`src/sxfb_pkg.sv`:
```
// Shared constants of the sprite XOR frame store: operation codes, sizes and beat widths.
package sxfb_pkg;

    localparam int ROW_BYTES_DEFAULT   = 8;
    localparam int SCREEN_ROWS_DEFAULT = 32;
    localparam int PIX_PER_BYTE        = 8;

    localparam int S_TDATA_W = 40;
    localparam int S_TUSER_W = 2;
    localparam int M_TDATA_W = 16;

    typedef logic [1:0] op_t;

    localparam op_t OP_CLEAR = 2'd0;
    localparam op_t OP_DRAW  = 2'd1;
    localparam op_t OP_READ  = 2'd2;
    localparam op_t OP_ACK   = 2'd3;

endpackage

```
`src/sprite_xor_framebuffer.sv`:
```
// Monochrome frame store with XOR sprite-row drawing, collision detection and byte read-out.
//
// The block holds a frame of ROW_BYTES*8 by SCREEN_ROWS pixels, packed eight pixels to a byte
// with the most significant bit as the leftmost pixel, in one single-port-write memory with a
// registered read. Each input beat carries one operation and produces exactly one result beat.
// A sprite-row draw does a read-modify-write of two store bytes through the one memory read
// port, after coordinate wrapping (reciprocal multiply, remainder, row times row-length).
// A clear and the pass that follows reset both write zero to one byte per cycle, so after
// aresetn is released no beat is taken until the store is clear. The result beat sits in an
// output register, so a new input beat is taken while an earlier result still waits for
// m_tready; the block only holds off when a finished result has nowhere to go. The column is
// taken modulo the screen width and the drawn row, y plus the sprite row index, modulo
// SCREEN_ROWS; the second byte of a straddling sprite wraps to column byte 0 of the same row.
// A row index of zero restarts the collision flag before that row is drawn, and a pixel
// collides when it is lit both in the store and in the sprite bits drawn over it. The tlast
// mark on the input carries the last-row flag of a sprite; it changes nothing, since every
// result beat already reports the collision flag so far.
module sprite_xor_framebuffer #(
    parameter int ROW_BYTES   = sxfb_pkg::ROW_BYTES_DEFAULT,
    parameter int SCREEN_ROWS = sxfb_pkg::SCREEN_ROWS_DEFAULT
) (
    input  logic                           aclk,
    input  logic                           aresetn,
    // Input channel.
    input  logic                           s_tvalid,
    output logic                           s_tready,
    // From bit 0 up: x[7:0], y[15:8], sprite_row_index[19:16], sprite_byte[27:20],
    // read_address[35:28], zero padding[39:36].
    input  logic [sxfb_pkg::S_TDATA_W-1:0] s_tdata,
    // operation[1:0].
    input  logic [sxfb_pkg::S_TUSER_W-1:0] s_tuser,
    // last_row.
    input  logic                           s_tlast,
    // Result channel.
    output logic                           m_tvalid,
    input  logic                           m_tready,
    // From bit 0 up: read_data[7:0], collision[8], redraw_pending[9], zero padding[15:10].
    output logic [sxfb_pkg::M_TDATA_W-1:0] m_tdata
);

    // Geometry and index widths.
    localparam int STORE_SIZE   = ROW_BYTES * SCREEN_ROWS;
    localparam int SCREEN_WIDTH = ROW_BYTES * sxfb_pkg::PIX_PER_BYTE;
    localparam int AW  = (STORE_SIZE > 1)  ? $clog2(STORE_SIZE)  : 1;
    localparam int CW  = (ROW_BYTES > 1)   ? $clog2(ROW_BYTES)   : 1;
    localparam int RW  = (SCREEN_ROWS > 1) ? $clog2(SCREEN_ROWS) : 1;
    localparam int PXW = CW + 3;
    localparam int BW  = RW + 5;

    // Rounded-up reciprocals: with these shifts the quotient is exact over the input ranges.
    localparam logic [16:0] RECIP_X = 17'((2**16 + SCREEN_WIDTH - 1) / SCREEN_WIDTH);
    localparam logic [17:0] RECIP_Y = 18'((2**17 + SCREEN_ROWS - 1) / SCREEN_ROWS);
    localparam logic [18:0] RECIP_A = 19'((2**18 + STORE_SIZE - 1) / STORE_SIZE);

    localparam logic [7:0]    WIDTH_K  = 8'(SCREEN_WIDTH);
    localparam logic [6:0]    ROWS_K   = 7'(SCREEN_ROWS);
    localparam logic [10:0]   SIZE_K   = 11'(STORE_SIZE);
    localparam logic [4:0]    RB_K     = 5'(ROW_BYTES);
    localparam logic [CW-1:0] COL_LAST = CW'(ROW_BYTES - 1);
    localparam logic [AW-1:0] IDX_LAST = AW'(STORE_SIZE - 1);

    // Sequencer states.
    localparam logic [3:0] ST_WIPE  = 4'd0;
    localparam logic [3:0] ST_IDLE  = 4'd1;
    localparam logic [3:0] ST_DIV   = 4'd2;
    localparam logic [3:0] ST_REM   = 4'd3;
    localparam logic [3:0] ST_IDX   = 4'd4;
    localparam logic [3:0] ST_RD0   = 4'd5;
    localparam logic [3:0] ST_WR0   = 4'd6;
    localparam logic [3:0] ST_RD1   = 4'd7;
    localparam logic [3:0] ST_WR1   = 4'd8;
    localparam logic [3:0] ST_REPLY = 4'd9;

    // Control state.
    logic [3:0]    state_reg, state_next;
    logic [AW-1:0] wipe_cnt_reg, wipe_cnt_next;
    logic          wipe_reply_reg, wipe_reply_next;
    logic          collision_reg, collision_next;
    logic          redraw_reg, redraw_next;
    logic          m_tvalid_reg, m_tvalid_next;

    // Payload of the beat in work and its intermediate results.
    sxfb_pkg::op_t op_reg, op_next;
    logic [7:0]    x_reg, x_next;
    logic [8:0]    sum_reg, sum_next;
    logic [7:0]    bits_reg, bits_next;
    logic [7:0]    addr_reg, addr_next;
    logic [7:0]    qx_reg, qx_next;
    logic [8:0]    qy_reg, qy_next;
    logic [7:0]    qa_reg, qa_next;
    logic [PXW-1:0] px_reg, px_next;
    logic [RW-1:0] row_reg, row_next;
    logic [AW-1:0] adr_reg, adr_next;
    logic [AW-1:0] idx0_reg, idx0_next;
    logic [AW-1:0] idx1_reg, idx1_next;
    logic [7:0]    data_reg, data_next;
    logic [sxfb_pkg::M_TDATA_W-1:0] m_tdata_reg, m_tdata_next;

    // Frame memory ports.
    logic [7:0]    frame_mem [STORE_SIZE];
    logic [7:0]    mem_rdata_reg;
    logic          mem_we;
    logic [AW-1:0] mem_waddr;
    logic [AW-1:0] mem_raddr;
    logic [7:0]    mem_wdata;

    // Arithmetic nets.
    logic [24:0]   mul_x;
    logic [26:0]   mul_y;
    logic [26:0]   mul_a;
    logic [15:0]   px_full;
    logic [15:0]   row_full;
    logic [18:0]   adr_full;
    logic [CW-1:0] col0;
    logic [CW-1:0] col1;
    logic [BW-1:0] row_base;
    logic [15:0]   sprite_shift;
    logic [7:0]    first_bits;
    logic [7:0]    second_bits;

    assign s_tready = (state_reg == ST_IDLE);
    assign m_tvalid = m_tvalid_reg;
    assign m_tdata  = m_tdata_reg;

    // Quotients by reciprocal multiplication, then remainders.
    assign mul_x    = 25'(x_reg) * 25'(RECIP_X);
    assign mul_y    = 27'(sum_reg) * 27'(RECIP_Y);
    assign mul_a    = 27'(addr_reg) * 27'(RECIP_A);
    assign px_full  = 16'(x_reg) - 16'(qx_reg) * 16'(WIDTH_K);
    assign row_full = 16'(sum_reg) - 16'(qy_reg) * 16'(ROWS_K);
    assign adr_full = 19'(addr_reg) - 19'(qa_reg) * 19'(SIZE_K);

    // Column bytes touched by the sprite; the second wraps within the row.
    assign col0     = px_reg[PXW-1:3];
    assign col1     = (col0 == COL_LAST) ? '0 : col0 + CW'(1);
    assign row_base = BW'(row_reg) * BW'(RB_K);

    // The sprite byte split over the two store bytes by the pixel offset.
    assign sprite_shift = {bits_reg, 8'h00} >> px_reg[2:0];
    assign first_bits   = sprite_shift[15:8];
    assign second_bits  = sprite_shift[7:0];

    always_comb begin
        state_next      = state_reg;
        wipe_cnt_next   = wipe_cnt_reg;
        wipe_reply_next = wipe_reply_reg;
        collision_next  = collision_reg;
        redraw_next     = redraw_reg;
        m_tvalid_next   = m_tvalid_reg;
        op_next         = op_reg;
        x_next          = x_reg;
        sum_next        = sum_reg;
        bits_next       = bits_reg;
        addr_next       = addr_reg;
        qx_next         = qx_reg;
        qy_next         = qy_reg;
        qa_next         = qa_reg;
        px_next         = px_reg;
        row_next        = row_reg;
        adr_next        = adr_reg;
        idx0_next       = idx0_reg;
        idx1_next       = idx1_reg;
        data_next       = data_reg;
        m_tdata_next    = m_tdata_reg;
        mem_we          = 1'b0;
        mem_waddr       = idx0_reg;
        mem_wdata       = 8'h00;
        mem_raddr       = idx0_reg;

        if (m_tready) begin
            m_tvalid_next = 1'b0;
        end

        unique case (state_reg)
            ST_WIPE: begin
                mem_we    = 1'b1;
                mem_waddr = wipe_cnt_reg;
                mem_wdata = 8'h00;
                if (wipe_cnt_reg == IDX_LAST) begin
                    wipe_cnt_next   = '0;
                    wipe_reply_next = 1'b0;
                    state_next      = wipe_reply_reg ? ST_REPLY : ST_IDLE;
                end else begin
                    wipe_cnt_next = wipe_cnt_reg + AW'(1);
                end
            end
            ST_IDLE: begin
                if (s_tvalid) begin
                    op_next   = s_tuser;
                    x_next    = s_tdata[7:0];
                    sum_next  = 9'(s_tdata[15:8]) + 9'(s_tdata[19:16]);
                    bits_next = s_tdata[27:20];
                    addr_next = s_tdata[35:28];
                    data_next = 8'h00;
                    unique case (s_tuser)
                        sxfb_pkg::OP_CLEAR: begin
                            redraw_next     = 1'b1;
                            wipe_cnt_next   = '0;
                            wipe_reply_next = 1'b1;
                            state_next      = ST_WIPE;
                        end
                        sxfb_pkg::OP_DRAW: begin
                            redraw_next = 1'b1;
                            if (s_tdata[19:16] == 4'd0) begin
                                collision_next = 1'b0;
                            end
                            state_next = ST_DIV;
                        end
                        sxfb_pkg::OP_READ: begin
                            state_next = ST_DIV;
                        end
                        sxfb_pkg::OP_ACK: begin
                            redraw_next = 1'b0;
                            state_next  = ST_REPLY;
                        end
                        default: begin
                            state_next = ST_REPLY;
                        end
                    endcase
                end
            end
            ST_DIV: begin
                qx_next    = mul_x[23:16];
                qy_next    = mul_y[25:17];
                qa_next    = mul_a[25:18];
                state_next = ST_REM;
            end
            ST_REM: begin
                px_next    = px_full[PXW-1:0];
                row_next   = row_full[RW-1:0];
                adr_next   = adr_full[AW-1:0];
                state_next = ST_IDX;
            end
            ST_IDX: begin
                if (op_reg == sxfb_pkg::OP_READ) begin
                    idx0_next = adr_reg;
                end else begin
                    idx0_next = AW'(row_base + BW'(col0));
                end
                idx1_next  = AW'(row_base + BW'(col1));
                state_next = ST_RD0;
            end
            ST_RD0: begin
                mem_raddr  = idx0_reg;
                state_next = ST_WR0;
            end
            ST_WR0: begin
                if (op_reg == sxfb_pkg::OP_READ) begin
                    data_next  = mem_rdata_reg;
                    state_next = ST_REPLY;
                end else begin
                    mem_we    = 1'b1;
                    mem_waddr = idx0_reg;
                    mem_wdata = mem_rdata_reg ^ first_bits;
                    if ((mem_rdata_reg & first_bits) != 8'h00) begin
                        collision_next = 1'b1;
                    end
                    state_next = ST_RD1;
                end
            end
            ST_RD1: begin
                // The first write landed at the last edge, so this read sees it
                // even when both bytes are the same entry.
                mem_raddr  = idx1_reg;
                state_next = ST_WR1;
            end
            ST_WR1: begin
                mem_we    = 1'b1;
                mem_waddr = idx1_reg;
                mem_wdata = mem_rdata_reg ^ second_bits;
                if ((mem_rdata_reg & second_bits) != 8'h00) begin
                    collision_next = 1'b1;
                end
                state_next = ST_REPLY;
            end
            ST_REPLY: begin
                if (!m_tvalid_reg || m_tready) begin
                    m_tvalid_next = 1'b1;
                    m_tdata_next  = {6'b0, redraw_reg, collision_reg, data_reg};
                    state_next    = ST_IDLE;
                end
            end
            default: begin
                state_next = ST_IDLE;
            end
        endcase
    end

    // Frame memory: one write and one registered read per cycle.
    always_ff @(posedge aclk) begin
        if (mem_we) begin
            frame_mem[mem_waddr] <= mem_wdata;
        end
        mem_rdata_reg <= frame_mem[mem_raddr];
    end

    // Control state; reset starts the clearing pass over the store.
    always_ff @(posedge aclk) begin
        if (!aresetn) begin
            state_reg      <= ST_WIPE;
            wipe_cnt_reg   <= '0;
            wipe_reply_reg <= 1'b0;
            collision_reg  <= 1'b0;
            redraw_reg     <= 1'b1;
            m_tvalid_reg   <= 1'b0;
        end else begin
            state_reg      <= state_next;
            wipe_cnt_reg   <= wipe_cnt_next;
            wipe_reply_reg <= wipe_reply_next;
            collision_reg  <= collision_next;
            redraw_reg     <= redraw_next;
            m_tvalid_reg   <= m_tvalid_next;
        end
    end

    // Payload registers.
    always_ff @(posedge aclk) begin
        op_reg      <= op_next;
        x_reg       <= x_next;
        sum_reg     <= sum_next;
        bits_reg    <= bits_next;
        addr_reg    <= addr_next;
        qx_reg      <= qx_next;
        qy_reg      <= qy_next;
        qa_reg      <= qa_next;
        px_reg      <= px_next;
        row_reg     <= row_next;
        adr_reg     <= adr_next;
        idx0_reg    <= idx0_next;
        idx1_reg    <= idx1_next;
        data_reg    <= data_next;
        m_tdata_reg <= m_tdata_next;
    end

endmodule

```
`config.mk`:
```
export PLATFORM = sky130hd
export DESIGN_NAME = sprite_xor_framebuffer
export DESIGN_NICKNAME = d
export VERILOG_FILES = /design/src/sxfb_pkg.sv /design/src/sprite_xor_framebuffer.sv
export SDC_FILE = /design/constraint.sdc
export NUM_CORES = 2
export LEC_CHECK = 0
export ABC_AREA = 1
export BUFFER_PORTS_ARGS = -buffer_cell sky130_fd_sc_hd__buf_2
export CAP_MARGIN = 20
export CELL_PAD_IN_SITES_DETAIL_PLACEMENT = 0
export CELL_PAD_IN_SITES_GLOBAL_PLACEMENT = 1
export CORE_MARGIN = 3
export CORE_UTILIZATION = 43
export DETAILED_ROUTE_END_ITERATION = 10
export PLACE_DENSITY_LB_ADDON = 0.1
export SYNTH_ARGS = -nofsm -noshare
export SYNTH_HDL_FRONTEND = slang
export SYNTH_SLANG_ARGS = --single-unit
```
`constraint.sdc`:
```
create_clock -name aclk -period 7.95 [get_ports aclk]
set_clock_uncertainty 0.2 [all_clocks]
set_input_delay 1.1925 -clock aclk [delete_from_list [all_inputs] [get_ports aclk]]
set_output_delay 1.1925 -clock aclk [all_outputs]
set_load 0.005 [all_outputs]
```
After elaboration in Yosys (flattened, before gate mapping)
Memory sizes are Yosys's and may differ from the RTL's. A register that Yosys moved wholly into a read port is not among the register bits.
Cells that the tools add are included.
{ "word_totals": {"register_bits": 98, "ram_bits": 2048, "in_bits": 47, "out_inout_bits": 18, "wordCells": 117, "memories": 1} }
{ "mem_list": {"columns": ["memory", "words", "width", "read_ports", "rd_ports_with_merged_regs", "write_ports", "line_no", "text"], "rows": [
  ["frame_mem", 256, 8, 1, 1, 1, "sprite_xor_framebuffer.sv:100", "logic [7:0] frame_mem [STORE_SIZE];"]
]} }
{ "op_classes": {"add_sub_neg": 7, "eq_ne": 25, "shift": 1, "mux": 39, "bitwise": 4, "reduce_logical": 22} }
{ "ops": {"columns": ["operator", "count"], "rows": [
  ["$mux 8", 8],
  ["$pmux 8 s2", 4],
  ["$pmux 4 s10", 1],
  ["$mux 4", 5],
  ["$add 8x3->8", 2],
  ["$and 8x8->8", 2],
  ["$eq 4x3->1 const B", 4],
  ["$reduce_bool 8->1", 2],
  ["$shr 16x3->16", 1],
  ["$xor 8x8->8", 2],
  ["$mux 1", 15],
  ["$ne 2x2->1 const B", 7],
  ["$pmux 4 s3", 1],
  ["$reduce_and 3->1", 4],
  ["$add 8x1->8 const B", 1],
  ["$eq 4x2->1 const B", 2],
  ["$eq 4x4->1 const B", 2],
  ["$eq 8x8->1 const B", 1],
  ["$logic_not 4->1", 2],
  ["$reduce_and 7->1", 1],
  ["$eq 2x2->1 const B", 3],
  ["$ne 2x1->1 const B", 3],
  ["$pmux 1 s2", 3],
  ["$reduce_bool 2->1", 3],
  ["other kinds (16)", 19]
]} }

Longest topological paths before layout
{ "depth": {"ltp_word": 6, "mapped_depth": 18, "depth_no_buf": 15} }

Least setup slack after synthesis
OpenSTA, ideal clock, no wires.
{ "synth_path": {"path_kind": "flip-flop to flip-flop", "start": "register px_reg[0]", "end": "memory frame_mem[0][0] (data pin)", "setup_time_ns": 0.899, "t_arrival_ns": 4.887, "required_time_ns": 6.851, "path_slack_ns": 1.963, "stages_incl_launch_ff": 9, "n_path_buf": 1, "synth_period_minus_slack_ns": 5.987, "cell_sequence": "edfxtp_1 > clkbuf_1 > inv_1 > nand2_1 > nand2_1 > o21ai_0 > mux2i_1 > ha_1 > a32o_1"} }
{ "synth_via": {"elab_chain_len": 4, "elab_cells_between_ends": 5, "cone_classes": "shift (1); mux (2); bitwise (2)"} }
{ "synth_lines": {"columns": ["item", "line_no", "text"], "rows": [
  ["from (decl)", "sprite_xor_framebuffer.sv:91", "logic [PXW-1:0] px_reg, px_next;"],
  ["from (signal assigned)", "sprite_xor_framebuffer.sv:326", "px_reg <= px_next;"],
  ["$shr 16x3->16 *", "sprite_xor_framebuffer.sv:139", "assign sprite_shift = {bits_reg, 8'h00} >> px_reg[2:0];"],
  ["$xor 8x8->8", "sprite_xor_framebuffer.sv:254", "mem_wdata = mem_rdata_reg ^ first_bits;"],
  ["$mux 8", "sprite_xor_framebuffer.sv:248", "if (op_reg == sxfb_pkg::OP_READ) begin"],
  ["$pmux 8 s2 *", "sprite_xor_framebuffer.sv:174", "unique case (state_reg)"],
  ["net mem_wdata[0]", "sprite_xor_framebuffer.sv:105", "logic [7:0] mem_wdata;"],
  ["to (decl)", "sprite_xor_framebuffer.sv:100", null]
]} }
Mark *: on every way through the listed nets, which the timed path passes. The rest lies on a longest branch.

Worst setup path in the final report
{ "layout_path": {"start": "register state_reg[2]", "end": "register mem_rdata_reg[4] (read register of frame_mem)"} }
{ "layout_via": {"elab_chain_len": 2} }
{ "layout_lines": {"columns": ["item", "line_no", "text"], "rows": [
  ["from (decl)", "sprite_xor_framebuffer.sv:75", "logic [3:0] state_reg, state_next;"],
  ["from (signal assigned)", "sprite_xor_framebuffer.sv:307", "state_reg <= state_next;"],
  ["$eq 4x3->1", "sprite_xor_framebuffer.sv:174", null],
  ["$mux 8", "sprite_xor_framebuffer.sv:174", null],
  ["to (decl)", "sprite_xor_framebuffer.sv:101", "logic [7:0] mem_rdata_reg;"]
]} }
No other way between the ends.
A chain may end at the register's enable or synchronous reset.

==> flow_metrics.py <==
metrics = {
    "clock_tree": {
        "cts.sinks": 2154,
        "cts_tree": "yes",
        "clk-insertion-delay-late_ps": 860,
        "post_cts_resized": 0,
        "clock-root-buffer": "clkbuf_16",
        "cts_made_buffers": 228,
        "cts_hold_buf": 0,
        "h-tree-depth": 4,
        "path_clk_slew_ps": 60,
        "post_cts_buffers": 0,
        "cts_buffer_depth": 3,
    },
    "detailed_routing": {
        "drtAntennaViolNets": 0,
        "drt-total-wl_um": 271000,
        "viasPerCell": 5.15,
        "vias": 61500,
        "drt_iter0_drc": 5549,
        "drc": 0,
        "drt-pass1-iter-count": 5,
        "wire_per_inst_um": 22.7,
    },
    "synth": {
        "postSynthAreaPerCell_um2": 10.4,
        "synthesis.area_um2": 94000,
        "ys_ff_latch": 2154,
        "synth-edff-count": 2130,
        "synth-seq-area-share_pct": 68.5,
        "synth-main-ff-cell": "edfxtp_1",
        "yosysWarningCount": 0,
        "ys_types": 46,
        "async_flop_share_pct": 0,
        "synthCells": 9009,
    },
    "cells_and_area": {
        "layout_commonest_cell": "nand2_1",
        "largest_reg_flops": 2048,
        "syn2layout_area_growth_pct": 10.8,
        "final_layout_size_suffix_gt1_share_pct": 5.66,
        "nets": 8977,
        "final_cell_mix": "nand2_1, edfxtp_1, nand3_1",
    },
    "flow_run": {
        "drv_cap": 0,
    },
    "placement": {
        "port_buffers": 48,
        "dp_hpwl_um": 153000,
        "gp_congestion": 0.826,
    },
    "worst_setup_path": {
        "worst_path_most_repeated_cell": "nand3_1",
        "crit_arrival_ps": 5560,
        "cp-start-kind": "flip-flop",
        "crit_fanout": 146,
        "cpPeakStageDelay_ps": 960,
        "cpMaxStageDelayCell": "nand2_8",
        "reg2reg_slack_ps": 2920,
        "crit_chain": "inv_2 > nor2_4 > nand3_4 > nand2_8 > buf_12 > o21ai_0 > nand2_1 > nand3_1 > nand3_1 > nand3_1 > nand3_1 > nand3_1 > nand3_1 > nand2_1",
        "critPathKind": "flip-flop to flip-flop",
        "endpoint_kind": "flip-flop",
        "required_ps": 8480,
    },
    "sta": {
        "worst_slew_pin_slew_ps": 1300,
        "hold_ws_ps": 217,
        "period_share_pct": 63.2,
        "rsz0062_at_grt": "false",
        "fmax_ghz": 0.199,
        "fin_crit_ps": 5030,
        "relSlewSlack_pct": 13.4,
        "hold_viol_final": 0,
        "fin_tns_setup_ps": 0,
        "slew_viol_final": 0,
        "finalSetupViolCount": 0,
    },
    "floorplan": {
        "dieArea_um2": 224000,
        "die_h_um": 474,
        "boundaryPins": 65,
        "rows": 171,
        "coreArea_um2": 217000,
        "initial_core_util_pct": 43.2,
        "die_x_um": 474,
    },
    "global_route": {
        "grt_pass1_vias": 58200,
        "gr-total-overflow": 0,
        "antenna_found_initial": 8,
        "grt_start_max_net_pins": 160,
        "grt.total_usage_pct": 24.0,
        "grt_pass1_wl_um": 398000,
    },
    "power_and_ir_drop": {
        "powerDensity_nw_per_um2": 245,
        "leakage_nw": 42.7,
        "peakVddDrop_v": 0.000282,
    },
    "worst_hold_path": {
        "min_path_type": "flip-flop to flip-flop",
    },
    "outcome": {
        "status": "complete, no violations",
    },
}
[worst max-delay path, delay by kind of cell (launching register included)]
| family | cells | cell delay, ps |
|---|---|---|
| and+or+nand+nor | 11 | 3290 |
| buffers and inverters | 2 | 670 |
| DFF | 1 | 420 |
| AOI/OAI and AO/OA | 1 | 160 |
[layout make-up]
class,count,area (um2)
Multi-Input combinational cell,4827,21600
Inverter,1531,5760
Sequential cell,2154,64400
Fill cell,19900,113000
Clock buffer,289,6100
Clock inverter,125,1230
Antenna cell,2,5.00
Tap cell,2854,3570
Timing Repair Buffer,160,1460
[worst paths after layout]
check | startpoint | to | cells past startpoint
min | x_reg[1] | px_reg[1] | 0
max reg2reg | state_reg[2] | mem_rdata_reg[4] | 14
min reg2reg | x_reg[1] | px_reg[1] | 0
max | state_reg[2] | mem_rdata_reg[4] | 14
[layer usage]
layer / vias to the layer above / track usage (%) / part of all wire, %
li1: 29500 / - / -
met4: 0 / 6.21 / 2.3
met1: 30100 / 34.5 / 45
met5: - / 0 / 0
met2: 1643 / 38.3 / 47
met3: 349 / 3.65 / 6.0
[metrics by stage]
stage	setup slack (ps)	std cells	power (mW)	util (%)	instance area [um2]
2_1_floorplan	1960	9014	14.2	-	94000
3_3_place_gp	2950	11500	15.2	44.5	96800
6_report	2920	11900	25.5	47.9	104000
5_1_grt	2610	11900	26.3	47.9	104000
3_5_place_dp	2930	11500	15.2	44.5	96800
4_1_cts	2900	11900	25.7	47.9	104000
[Yosys cell counts (all sizes together) (2+ instances only)]
| library cell | count | area share (%) |
|---|---|---|
| mux2i | 4 | 0.043 |
| ha | 27 | 0.36 |
| dfxtp | 24 | 0.51 |
| a221oi | 9 | 0.084 |
| o211ai | 65 | 0.52 |
| nor2 | 330 | 1.3 |
| a211oi | 4 | 0.032 |
| inv | 1530 | 6.1 |
| nor4 | 5 | 0.049 |
| buf | 390 | 2.1 |
| clkbuf | 112 | 0.45 |
| nor3 | 9 | 0.048 |
| nand2 | 2411 | 9.7 |
| a22o | 7 | 0.065 |
| edfxtp | 2130 | 68 |
| nor3b | 2 | 0.016 |
| nand3b | 40 | 0.32 |
| nand3 | 1783 | 9.5 |
| xor2 | 2 | 0.019 |
| a21oi | 14 | 0.075 |
| o21ai | 97 | 0.53 |
| a31o | 2 | 0.019 |
[power by group]
group          leakage, nW  internal, mW  switching, mW
combinational         19.4         0.246           1.65
clock                 3.56          6.12           4.40
sequential            19.7          13.0         0.0587
[cells by family after synthesis]
group / after synthesis / synth area share [%]
xor+xnor: 3 / 0.0280
fa+ha+maj: 28 / 0.381
flops: 2154 / 68.5
mux: 4 / 0.0426
compound gates: 203 / 1.37
other cells: 1 / 0.00399
simple gates: 4583 / 20.9
buf+inv: 2033 / 8.70
No activity file was read; power rests on OpenSTA's default activity.
